### config.mk
export PLATFORM = sky130hd
export DESIGN_NAME = duplicate_value_finder
export DESIGN_NICKNAME = d
export VERILOG_FILES = /design/src/sv/dvf_pkg.sv /design/src/sv/duplicate_value_finder.sv
export VERILOG_INCLUDE_DIRS = /design/src /design/src/sv
export SDC_FILE = /design/constraint.sdc
export NUM_CORES = 2
export LEC_CHECK = 0
export ABC_AREA = 1
export BUFFER_PORTS_ARGS = -buffer_cell sky130_fd_sc_hd__buf_2
export CAP_MARGIN = 40
export CELL_PAD_IN_SITES_DETAIL_PLACEMENT = 0
export CELL_PAD_IN_SITES_GLOBAL_PLACEMENT = 2
export CORE_ASPECT_RATIO = 1.1
export CORE_MARGIN = 10
export CORE_UTILIZATION = 43
export CTS_CLUSTER_DIAMETER = 30
export CTS_CLUSTER_SIZE = 20
export DETAILED_ROUTE_END_ITERATION = 6
export HOLD_SLACK_MARGIN = 0.02
export PLACE_DENSITY_LB_ADDON = 0.12
export SLEW_MARGIN = 5
export SYNTH_ARGS = -nofsm -noshare
export SYNTH_HDL_FRONTEND = slang
export SYNTH_SLANG_ARGS = --single-unit
### constraint.sdc
create_clock -name clk -period 3.4 [get_ports clk]
set_input_delay 0 -clock clk [delete_from_list [all_inputs] [get_ports clk]]
set_output_delay 0 -clock clk [all_outputs]
set_load 0.02 [all_outputs]
### src/sv/duplicate_value_finder_defines.svh
// assertion macros for the duplicate value finder
`ifndef DUPLICATE_VALUE_FINDER_DEFINES_SVH
`define DUPLICATE_VALUE_FINDER_DEFINES_SVH

// same-cycle implication, checked on every rising edge outside reset
`define DVF_ASSERT_NOW(label, ante, cons, msg) \
  label: assert property (@(posedge clk) disable iff (rst) (ante) |-> (cons)) \
    else $error(msg);

// next-cycle implication, checked on every rising edge outside reset
`define DVF_ASSERT_NEXT(label, ante, cons, msg) \
  label: assert property (@(posedge clk) disable iff (rst) (ante) |=> (cons)) \
    else $error(msg);

`endif

### src/sv/dvf_pkg.sv
// shared types and constants for the duplicate value finder
`default_nettype none

package dvf_pkg;

  localparam int DEPTH   = 64;
  localparam int ADDR_W  = $clog2(DEPTH);
  localparam int CNT_W   = $clog2(DEPTH + 1);
  localparam int VALUE_W = 32;

  typedef struct packed {
    logic signed [VALUE_W-1:0] value;
    logic                      last_item;
  } item_t;

  typedef struct packed {
    logic signed [VALUE_W-1:0] dup_value;
    logic                      none_found;
    logic                      overflow;
    logic                      last_result;
  } result_t;

  typedef enum logic [2:0] {
    S_LOAD,
    S_ISSUE_I,
    S_LATCH_V,
    S_SCAN,
    S_FINISH
  } state_t;

endpackage

`default_nettype wire

### src/sv/duplicate_value_finder.sv
// top level of the duplicate value finder: element store and search sequencer
// usage:
//   a transaction on the input side is taken at a rising edge with start high
//   and busy low; item carries one signed value and the last_item mark.
//   while loading, busy stays low and one element is taken every cycle.
//   the element with last_item set closes the set and raises busy for the search.
//   elements past DEPTH are dropped and every result of that run has overflow set.
//   results come out on result, each valid for exactly one cycle with strobe high;
//   the receiver cannot stall, so each result is taken in the cycle it is shown.
//   duplicates are reported once each, in order of first occurrence, the final one
//   marked last_result; a set with no repeated value gives one none_found result.
// search:
//   the search walks the n stored elements through the single read port of the
//   element store: per element the setup states S_ISSUE_I and S_LATCH_V, then
//   S_SCAN compares until a copy or the last stored element is found; S_FINISH
//   closes the run (n at most DEPTH).
// reset:
//   rst is synchronous and active high; it empties the set, clears the overflow
//   flag and any pending result.  the store needs no clearing pass, entries are
//   only read below the element count.
`default_nettype none
`include "duplicate_value_finder_defines.svh"

module duplicate_value_finder (
  input  wire logic            clk,
  input  wire logic            rst,
  input  wire logic            start,
  output logic                 busy,
  input  wire dvf_pkg::item_t  item,
  output logic                 strobe,
  output dvf_pkg::result_t     result
);

  // element store, one write port for loading, one registered read port
  logic signed [dvf_pkg::VALUE_W-1:0] mem [dvf_pkg::DEPTH];
  logic signed [dvf_pkg::VALUE_W-1:0] rdata;
  logic [dvf_pkg::ADDR_W-1:0]         rd_addr;
  logic                               mem_we;

  dvf_pkg::state_t state, state_next;

  logic [dvf_pkg::CNT_W-1:0]          count, count_next;
  logic                               overflow_seen, overflow_seen_next;
  logic [dvf_pkg::ADDR_W-1:0]         i_idx, i_idx_next;     // element under test
  logic [dvf_pkg::CNT_W-1:0]          t_cnt, t_cnt_next;     // next scan read
  logic                               cmp_valid, cmp_valid_next;
  logic [dvf_pkg::ADDR_W-1:0]         cmp_idx, cmp_idx_next; // index of rdata
  logic signed [dvf_pkg::VALUE_W-1:0] v_reg, v_reg_next;
  logic                               pend_valid, pend_valid_next;
  logic signed [dvf_pkg::VALUE_W-1:0] pend_value, pend_value_next;
  logic                               strobe_next;
  dvf_pkg::result_t                   result_next;

  logic accept;
  logic hit;       // another copy of v found in the scan
  logic dup;       // copy lies after v: v is a first occurrence with a repeat
  logic scan_end;  // compare of the last stored element
  logic decide;    // scan of this element is over
  logic last_i;    // element under test is the last stored one

  assign busy     = (state != dvf_pkg::S_LOAD);
  assign accept   = start && !busy;
  assign hit      = cmp_valid && (rdata == v_reg) && (cmp_idx != i_idx);
  assign dup      = hit && (cmp_idx > i_idx);
  assign scan_end = cmp_valid &&
                    ((dvf_pkg::CNT_W'(cmp_idx) + dvf_pkg::CNT_W'(1)) == count);
  assign decide   = hit || scan_end;
  assign last_i   = (dvf_pkg::CNT_W'(i_idx) + dvf_pkg::CNT_W'(1)) == count;

  always_ff @(posedge clk) begin
    if (mem_we) begin
      mem[count[dvf_pkg::ADDR_W-1:0]] <= item.value;
    end
    rdata <= mem[rd_addr];
  end

  // next state
  always_comb begin
    state_next = state;
    case (state)
      dvf_pkg::S_LOAD: begin
        if (accept && item.last_item) begin
          state_next = dvf_pkg::S_ISSUE_I;
        end
      end
      dvf_pkg::S_ISSUE_I: state_next = dvf_pkg::S_LATCH_V;
      dvf_pkg::S_LATCH_V: state_next = dvf_pkg::S_SCAN;
      dvf_pkg::S_SCAN: begin
        if (decide) begin
          state_next = last_i ? dvf_pkg::S_FINISH : dvf_pkg::S_ISSUE_I;
        end
      end
      dvf_pkg::S_FINISH: state_next = dvf_pkg::S_LOAD;
      default: state_next = dvf_pkg::S_LOAD;
    endcase
  end

  // datapath and outputs
  always_comb begin
    count_next         = count;
    overflow_seen_next = overflow_seen;
    i_idx_next         = i_idx;
    t_cnt_next         = t_cnt;
    cmp_valid_next     = cmp_valid;
    cmp_idx_next       = cmp_idx;
    v_reg_next         = v_reg;
    pend_valid_next    = pend_valid;
    pend_value_next    = pend_value;
    strobe_next        = 1'b0;
    result_next        = result;
    rd_addr            = t_cnt[dvf_pkg::ADDR_W-1:0];
    mem_we             = 1'b0;
    case (state)
      dvf_pkg::S_LOAD: begin
        i_idx_next     = '0;
        cmp_valid_next = 1'b0;
        if (accept) begin
          if (count < dvf_pkg::CNT_W'(dvf_pkg::DEPTH)) begin
            mem_we     = 1'b1;
            count_next = count + dvf_pkg::CNT_W'(1);
          end else begin
            overflow_seen_next = 1'b1;
          end
        end
      end
      dvf_pkg::S_ISSUE_I: begin
        rd_addr        = i_idx;
        t_cnt_next     = '0;
        cmp_valid_next = 1'b0;
      end
      dvf_pkg::S_LATCH_V: begin
        // value of element i arrives, first scan read goes out
        v_reg_next     = rdata;
        t_cnt_next     = t_cnt + dvf_pkg::CNT_W'(1);
        cmp_valid_next = 1'b1;
        cmp_idx_next   = t_cnt[dvf_pkg::ADDR_W-1:0];
      end
      dvf_pkg::S_SCAN: begin
        if (dup) begin
          // hold the newest duplicate so the final one can be marked last
          if (pend_valid) begin
            strobe_next = 1'b1;
            result_next = '{dup_value: pend_value, none_found: 1'b0,
                            overflow: overflow_seen, last_result: 1'b0};
          end
          pend_valid_next = 1'b1;
          pend_value_next = v_reg;
        end
        if (decide) begin
          cmp_valid_next = 1'b0;
          if (!last_i) begin
            i_idx_next = i_idx + dvf_pkg::ADDR_W'(1);
          end
        end else if (t_cnt < count) begin
          t_cnt_next     = t_cnt + dvf_pkg::CNT_W'(1);
          cmp_valid_next = 1'b1;
          cmp_idx_next   = t_cnt[dvf_pkg::ADDR_W-1:0];
        end else begin
          cmp_valid_next = 1'b0;
        end
      end
      dvf_pkg::S_FINISH: begin
        strobe_next = 1'b1;
        if (pend_valid) begin
          result_next = '{dup_value: pend_value, none_found: 1'b0,
                          overflow: overflow_seen, last_result: 1'b1};
        end else begin
          result_next = '{dup_value: '0, none_found: 1'b1,
                          overflow: overflow_seen, last_result: 1'b1};
        end
        count_next         = '0;
        overflow_seen_next = 1'b0;
        pend_valid_next    = 1'b0;
      end
      default: begin
        cmp_valid_next = 1'b0;
      end
    endcase
  end

  always_ff @(posedge clk) begin
    if (rst) begin
      state         <= dvf_pkg::S_LOAD;
      count         <= '0;
      overflow_seen <= 1'b0;
      cmp_valid     <= 1'b0;
      pend_valid    <= 1'b0;
      strobe        <= 1'b0;
      i_idx         <= '0;
      t_cnt         <= '0;
    end else begin
      state         <= state_next;
      count         <= count_next;
      overflow_seen <= overflow_seen_next;
      cmp_valid     <= cmp_valid_next;
      pend_valid    <= pend_valid_next;
      strobe        <= strobe_next;
      i_idx         <= i_idx_next;
      t_cnt         <= t_cnt_next;
    end
  end

  always_ff @(posedge clk) begin
    cmp_idx    <= cmp_idx_next;
    v_reg      <= v_reg_next;
    pend_value <= pend_value_next;
    result     <= result_next;
  end

  // the closing result always lands back in the load state
  `DVF_ASSERT_NOW(a_last_ends_run, strobe && result.last_result, state == dvf_pkg::S_LOAD, "last result outside load state")
  // an intermediate duplicate is reported while the search still runs
  `DVF_ASSERT_NOW(a_mid_busy, strobe && !result.last_result, busy, "intermediate result while idle")
  // a none_found report is the only result of its run
  `DVF_ASSERT_NOW(a_none_is_last, strobe && result.none_found, result.last_result, "none_found result not last")
  // closing element starts the search
  `DVF_ASSERT_NEXT(a_last_starts_search, accept && item.last_item, state == dvf_pkg::S_ISSUE_I, "search not started")
  // compare pipeline only carries data while scanning
  `DVF_ASSERT_NOW(a_cmp_in_scan, cmp_valid, state == dvf_pkg::S_SCAN, "compare valid outside scan")

endmodule

`default_nettype wire
==> After elaboration in Yosys (flattened, before gate mapping) <==
Memory sizes are Yosys's and may differ from the RTL's. A register that Yosys moved wholly into a read port is not among the register bits.
Index checks and enable logic that the tools add are counted.
{ "classes": {"addsub": 5, "multipliers": 0, "n_div": 0, "n_lt_le_gt_ge": 3, "n_eq_ne": 18, "n_shift": 0, "mux": 37, "bitwise_logic": 0, "n_reduce_logical": 24} }
{ "ops": {"columns": ["operator", "n"], "rows": [
  ["2-to-1 mux 35 bit", 3],
  ["case mux 35 bit (2 select lines)", 1],
  ["equality test 32 bit", 1],
  ["2-to-1 mux 6 bit", 5],
  ["2-to-1 mux 7 bit", 4],
  ["case mux 6 bit (2 select lines)", 2],
  ["case mux 7 bit (3 select lines)", 1],
  ["inequality test 2 bit, second input constant", 10],
  ["AND reduction 3 bit", 6],
  ["adder 6 x 1 -> 7 bit, second input constant", 2],
  ["adder 7 x 1 -> 7 bit, second input constant", 2],
  ["equality test 7 bit", 2],
  ["case mux 7 bit (2 select lines)", 1],
  ["2-to-1 mux 1 bit", 12],
  ["case mux 3 bit (4 select lines)", 1],
  ["2-to-1 mux 3 bit", 3],
  ["nonzero test 2 bit", 4],
  ["< comparator 7 bit", 1],
  ["< comparator 7 bit, second input constant", 1],
  ["adder 6 x 1 -> 6 bit, second input constant", 1],
  ["equality test 3 x 2 -> 1 bit, second input constant", 2],
  ["> comparator 6 bit", 1],
  ["logical AND 1 bit", 6],
  ["inequality test 6 bit", 1],
  ["other kinds (9)", 14]
]} }
{ "word_totals": {"regBits": 132, "latchBits": 0, "ramBits": 2048, "rom_bits": 0, "inputBits": 36, "wordCells": 103, "memories": 1} }
{ "memory_table": {"columns": ["memory", "words", "width", "rd", "rd_ports_with_merged_regs", "write_ports", "line", "rtl"], "rows": [
  ["mem", 64, 32, 1, 1, 1, "duplicate_value_finder.sv:35", "logic signed [dvf_pkg::VALUE_W-1:0] mem [dvf_pkg::DEPTH];"]
]} }

==> Logic depth before layout (Yosys ltp) <==
{ "depth": {"depth_word": 7, "ltp_mapped": 15, "mapped_depth_nobuf": 15} }

==> Worst setup path before layout <==
Ideal clock, no wire load.
{ "synth_path": {"kind": "register -> register", "start": "register state[1]", "end": "register t_cnt[3] (netlist name)", "setup_ns": 0.115, "arrival_ns": 3.010, "slack_ns": 0.275, "stages_incl_launch_ff": 13, "path_buffers": 1, "period_less_slack_ns": 3.125, "cell_sequence": "dfxtp_1 -> inv_2 -> nor2_1 -> inv_1 -> nor2_1 -> inv_1 -> nand2_1 -> inv_1 -> a21oi_2 -> buf_2 -> nand3_1 -> nand2_1 -> nor2_1"} }
{ "synth_via": {"elab_chain_len": 3} }
{ "synth_lines": {"columns": ["element", "line", "rtl"], "rows": [
  ["start, declared", "duplicate_value_finder.sv:40", "dvf_pkg::state_t state, state_next;"],
  ["start signal, assigned", "duplicate_value_finder.sv:183", "state <= dvf_pkg::S_LOAD;"],
  ["start signal, assigned", "duplicate_value_finder.sv:192", "state <= state_next;"],
  ["equality test 3 x 2 -> 1 bit or equality test 3 x 1 -> 1 bit (tied branches)", "duplicate_value_finder.sv:113", "case (state)"],
  ["inequality test 2 bit (no source line) or nonzero test 3 bit (tied branches)", null, null],
  ["AND reduction 3 bit (no source line)", null, null],
  ["end signal, assigned", "duplicate_value_finder.sv:199", "t_cnt <= t_cnt_next;"],
  ["end, declared", "duplicate_value_finder.sv:45", "logic [dvf_pkg::CNT_W-1:0] t_cnt, t_cnt_next;"]
]} }
Parallel ways exist; a longest one is shown, timed or not.
A chain may end at the register's enable or synchronous reset.

==> Worst setup path in the final report <==
{ "layout_path": {"start": "register state[0]", "end": "register rdata[16] (netlist name), read port of mem"} }
{ "layout_via": {"elab_chain_len": 2} }
{ "layout_lines": {"columns": ["element", "line", "rtl"], "rows": [
  ["equality test 3 x 1 -> 1 bit", "duplicate_value_finder.sv:113", null],
  ["2-to-1 mux 6 bit", "duplicate_value_finder.sv:113", null],
  ["end, declared", "duplicate_value_finder.sv:36", "logic signed [dvf_pkg::VALUE_W-1:0] rdata;"]
]} }
Every way passes these cells.

==> flow_metrics.py <==
metrics = {
    "detailed_routing": {
        "drc_violations_left": 0,
        "detailroute.via_count": 63710,
        "antenna_violating_nets_post_route": 0,
        "post_drt_via_cell_ratio": 5.318,
        "dr.pass1.iters": 6,
        "drt_wl_total_microns": 309800,
        "avgRoutedWirePerCell_microns": 25.86,
        "dr.first_iter.drc_count": 6024,
    },
    "logic_synthesis": {
        "syn_area_per_cell_sq_um": 11.11,
        "leading_area_contributor_after_synthesis": "sky130_fd_sc_hd__edfxtp_1",
        "number_of_enable_flip_flop_cells_after_synthesis": 2153,
        "synth.net_count": 8297,
        "ys_ff_latch": 2212,
        "synth-warning-count": 0,
        "synth_top_cells_by_area": "sky130_fd_sc_hd__edfxtp_1 (71%), sky130_fd_sc_hd__nand2_1 (14%), sky130_fd_sc_hd__nand3_1 (5.9%)",
        "ys_dominant_reg_cell": "sky130_fd_sc_hd__edfxtp_1",
        "synth-async-reset-ratio": 0,
        "post_synth_instance_area_sq_um": 91620,
        "post_synthesis_cell_count": 8245,
        "ys_seq_area_frac": 0.7186,
        "netlist-cell-type-count": 38,
        "synth_top_area_frac": 0.7057,
    },
    "finish": {
        "largest_register_ffs": 2048,
        "synthToLayoutAreaGrowth_pct": 26.15,
        "final_nets": 8853,
        "postLayoutCoreUtil": 0.5459,
        "final-seq-area_sq_um": 65830,
        "final_cell_mix": "sky130_fd_sc_hd__nand2_1 (3302), sky130_fd_sc_hd__edfxtp_1 (2153), sky130_fd_sc_hd__nand3_1 (1086)",
        "layout_cell_share_with_drive_strength_beyond_1": 0.1387,
        "filler_cell_count": 17880,
        "layout_commonest_cell": "sky130_fd_sc_hd__nand2_1",
        "multiInputGateArea_sq_um": 22280,
    },
    "cts": {
        "clk_pin_slew_ns": 0.05,
        "cts_max_path_buffers": 4,
        "cts_root_buffer": "sky130_fd_sc_hd__clkbuf_16",
        "cts_buffers": 487,
        "cts_max_level": 5,
        "cts_hold_buf": 70,
        "ctsResizeCount": 0,
        "cts_tree": "yes",
        "cts_setup_buffers": 0,
        "clock_latency_ns": 1.00,
        "clkSinkCount": 2212,
    },
    "timing": {
        "setup_repair_after_global_routing_missed_its_margin": "false",
        "clock-skew-final_ns": 0.05416,
        "fin_tns_setup_ns": 0,
        "timing.final.crit_period_ns": 3.057,
        "max_clock_freq_mhz": 327.2,
        "worstMarginPinSlew_ns": 0.9070,
        "final_max_slew_viol_count": 0,
        "timing_hold_violations_final": 0,
        "final-setup-viol-count": 0,
        "relSlewSlack": 0.3953,
        "layout_worst_path_cycle_share": 0.8990,
    },
    "global_routing": {
        "global_route.usage.met2": 0.4238,
        "grt_pass1_vias": 62060,
        "grt_pass1_wl_microns": 445500,
        "met3_usage": 0.04886,
        "antenna_found_initial": 9,
        "pin_count_of_the_biggest_net_entering_global_routing": 85,
        "gr-max-usage-layer": "met2",
        "gr-usage-all-layers": 0.2622,
        "globalRouteOverflowTotal": 0,
        "global_route_met1_usage": 0.3619,
    },
    "die": {
        "initial_utilization": 0.4327,
        "die_width_microns": 460.1,
        "placementRows": 177,
        "die_y_microns": 504.1,
        "fp.dieArea_sq_um": 231900,
        "core_sq_um": 211700,
        "boundaryPins": 73,
    },
    "placement": {
        "place_hpwl_microns": 172600,
        "placement.io_buffers": 72,
        "gp_congestion": 0.8153,
    },
    "worst_setup_path": {
        "timing.critical_path.fanout_max": 45,
        "rrSetupSlack_ns": 0.34,
        "timing.critical_path.from_type": "register",
        "required_time_of_the_critical_path_ns": 4.25,
        "timing_worst_setup_path_type": "register to register",
        "worstSetupEndpointType": "register",
        "crit_arrival_ns": 3.91,
    },
    "run_status": {
        "result_of_the_run": "finished, final reports clean",
    },
    "flow_run": {
        "max_cap_viol_count": 0,
    },
    "power_and_ir_drop": {
        "power-per-cell-area_nw_per_um2": 820.9,
        "worst_vdd_drop_v": 0.0006462,
        "p_leak_nw": 44.74,
    },
    "worst_hold_path": {
        "holdCritPathClass": "input pin to register",
    },
}
==> kinds of logic after synthesis <==
family	after synthesis	share of synthesized area
adders and majority gates	16	0.002185
xor gates and xnor gates	7	0.0006692
AOI/OAI and AO/OA	325	0.02401
and+or+nand+nor	4742	0.2103
buffers and inverters	943	0.04425
DFF	2212	0.7186
==> where the power goes <==
part / internal, W / switching, W / total, W
Combinational: 0.00521 / 0.0118 / 0.0170
Sequential: 0.0305 / 0.000823 / 0.0313
Clock: 0.0318 / 0.0147 / 0.0465
==> layout make-up <==
class / instances / share of cell area
sequential: 2212 / 0.5696
multi-input combinational: 5090 / 0.1928
clock buffer: 568 / 0.1093
timing repair buffer: 522 / 0.05019
clock inverter: 323 / 0.03185
tap: 2774 / 0.03003
inverter: 488 / 0.01611
antenna: 3 / 0.00006496
==> cells in the mapped netlist, types with 2 or more instances <==
cell type	instances
sky130_fd_sc_hd__buf_2	346
sky130_fd_sc_hd__buf_1	22
sky130_fd_sc_hd__nor2_1	313
sky130_fd_sc_hd__buf_6	4
sky130_fd_sc_hd__nand4_1	19
sky130_fd_sc_hd__inv_1	480
sky130_fd_sc_hd__a31oi_1	2
sky130_fd_sc_hd__ha_1	16
sky130_fd_sc_hd__o21ai_0	72
sky130_fd_sc_hd__nor3_1	8
sky130_fd_sc_hd__nor3b_1	2
sky130_fd_sc_hd__clkbuf_1	70
sky130_fd_sc_hd__o211ai_1	213
sky130_fd_sc_hd__and3_1	2
sky130_fd_sc_hd__a21oi_1	28
sky130_fd_sc_hd__o21ai_2	2
sky130_fd_sc_hd__o21ai_1	2
sky130_fd_sc_hd__nand3b_1	3
sky130_fd_sc_hd__edfxtp_1	2153
sky130_fd_sc_hd__nand2_1	3302
sky130_fd_sc_hd__xnor2_1	2
sky130_fd_sc_hd__nor4_1	4
sky130_fd_sc_hd__dfxtp_1	59
sky130_fd_sc_hd__clkinv_1	3
sky130_fd_sc_hd__buf_4	13
sky130_fd_sc_hd__nand3_1	1086
sky130_fd_sc_hd__inv_2	4
sky130_fd_sc_hd__xor2_1	5
==> metrics by stage <==
step                setup WS (ns)  hold slack, ns  power (W)  instances  area [sq um]
detailed placement         0.3447          0.3196    0.04870      11020         98550
finish                     0.3434         0.06769    0.09487      11980        115600
global route               0.1907         0.06642    0.09855      11980        115600
floorplan                  0.2751         0.07699    0.04152       8245         91620
global placement           0.3445          0.3189    0.04864      10990         98040
CTS                        0.3078         0.02418    0.09533      11980        115600
==> worst paths after layout <==
| path | end | depth (start not counted) | start |
|---|---|---|---|
| worst max register to register | rdata[16] | 11 | state[0] |
| worst min register to register | result[1] | 0 | overflow_seen |
| worst min-delay path | mem[12][17] | 2 | item[18] |
| worst max-delay path | rdata[16] | 11 | state[0] |
==> critical path, stage by stage, from the launching register on <==
cell                      delay, ns
sky130_fd_sc_hd__dfxtp_1       0.45
sky130_fd_sc_hd__nand3_4       0.13
sky130_fd_sc_hd__o21ai_4       0.63
sky130_fd_sc_hd__inv_16        0.27
sky130_fd_sc_hd__buf_12        0.31
sky130_fd_sc_hd__buf_4         0.22
sky130_fd_sc_hd__nand2_1       0.08
sky130_fd_sc_hd__nand3_1       0.07
sky130_fd_sc_hd__nand3_1       0.09
sky130_fd_sc_hd__nand3_1       0.33
sky130_fd_sc_hd__nand3_1       0.22
sky130_fd_sc_hd__nand2_1       0.07
==> routing by layer <==
layer | up-vias | wire length (microns)
li1 | 29390 | -
met1 | 31710 | 135000
met2 | 2180 | 146700
met3 | 428 | 20430
met4 | 0 | 7699
met5 | - | 0
Note: power is estimated with default switching activity, not from simulation.
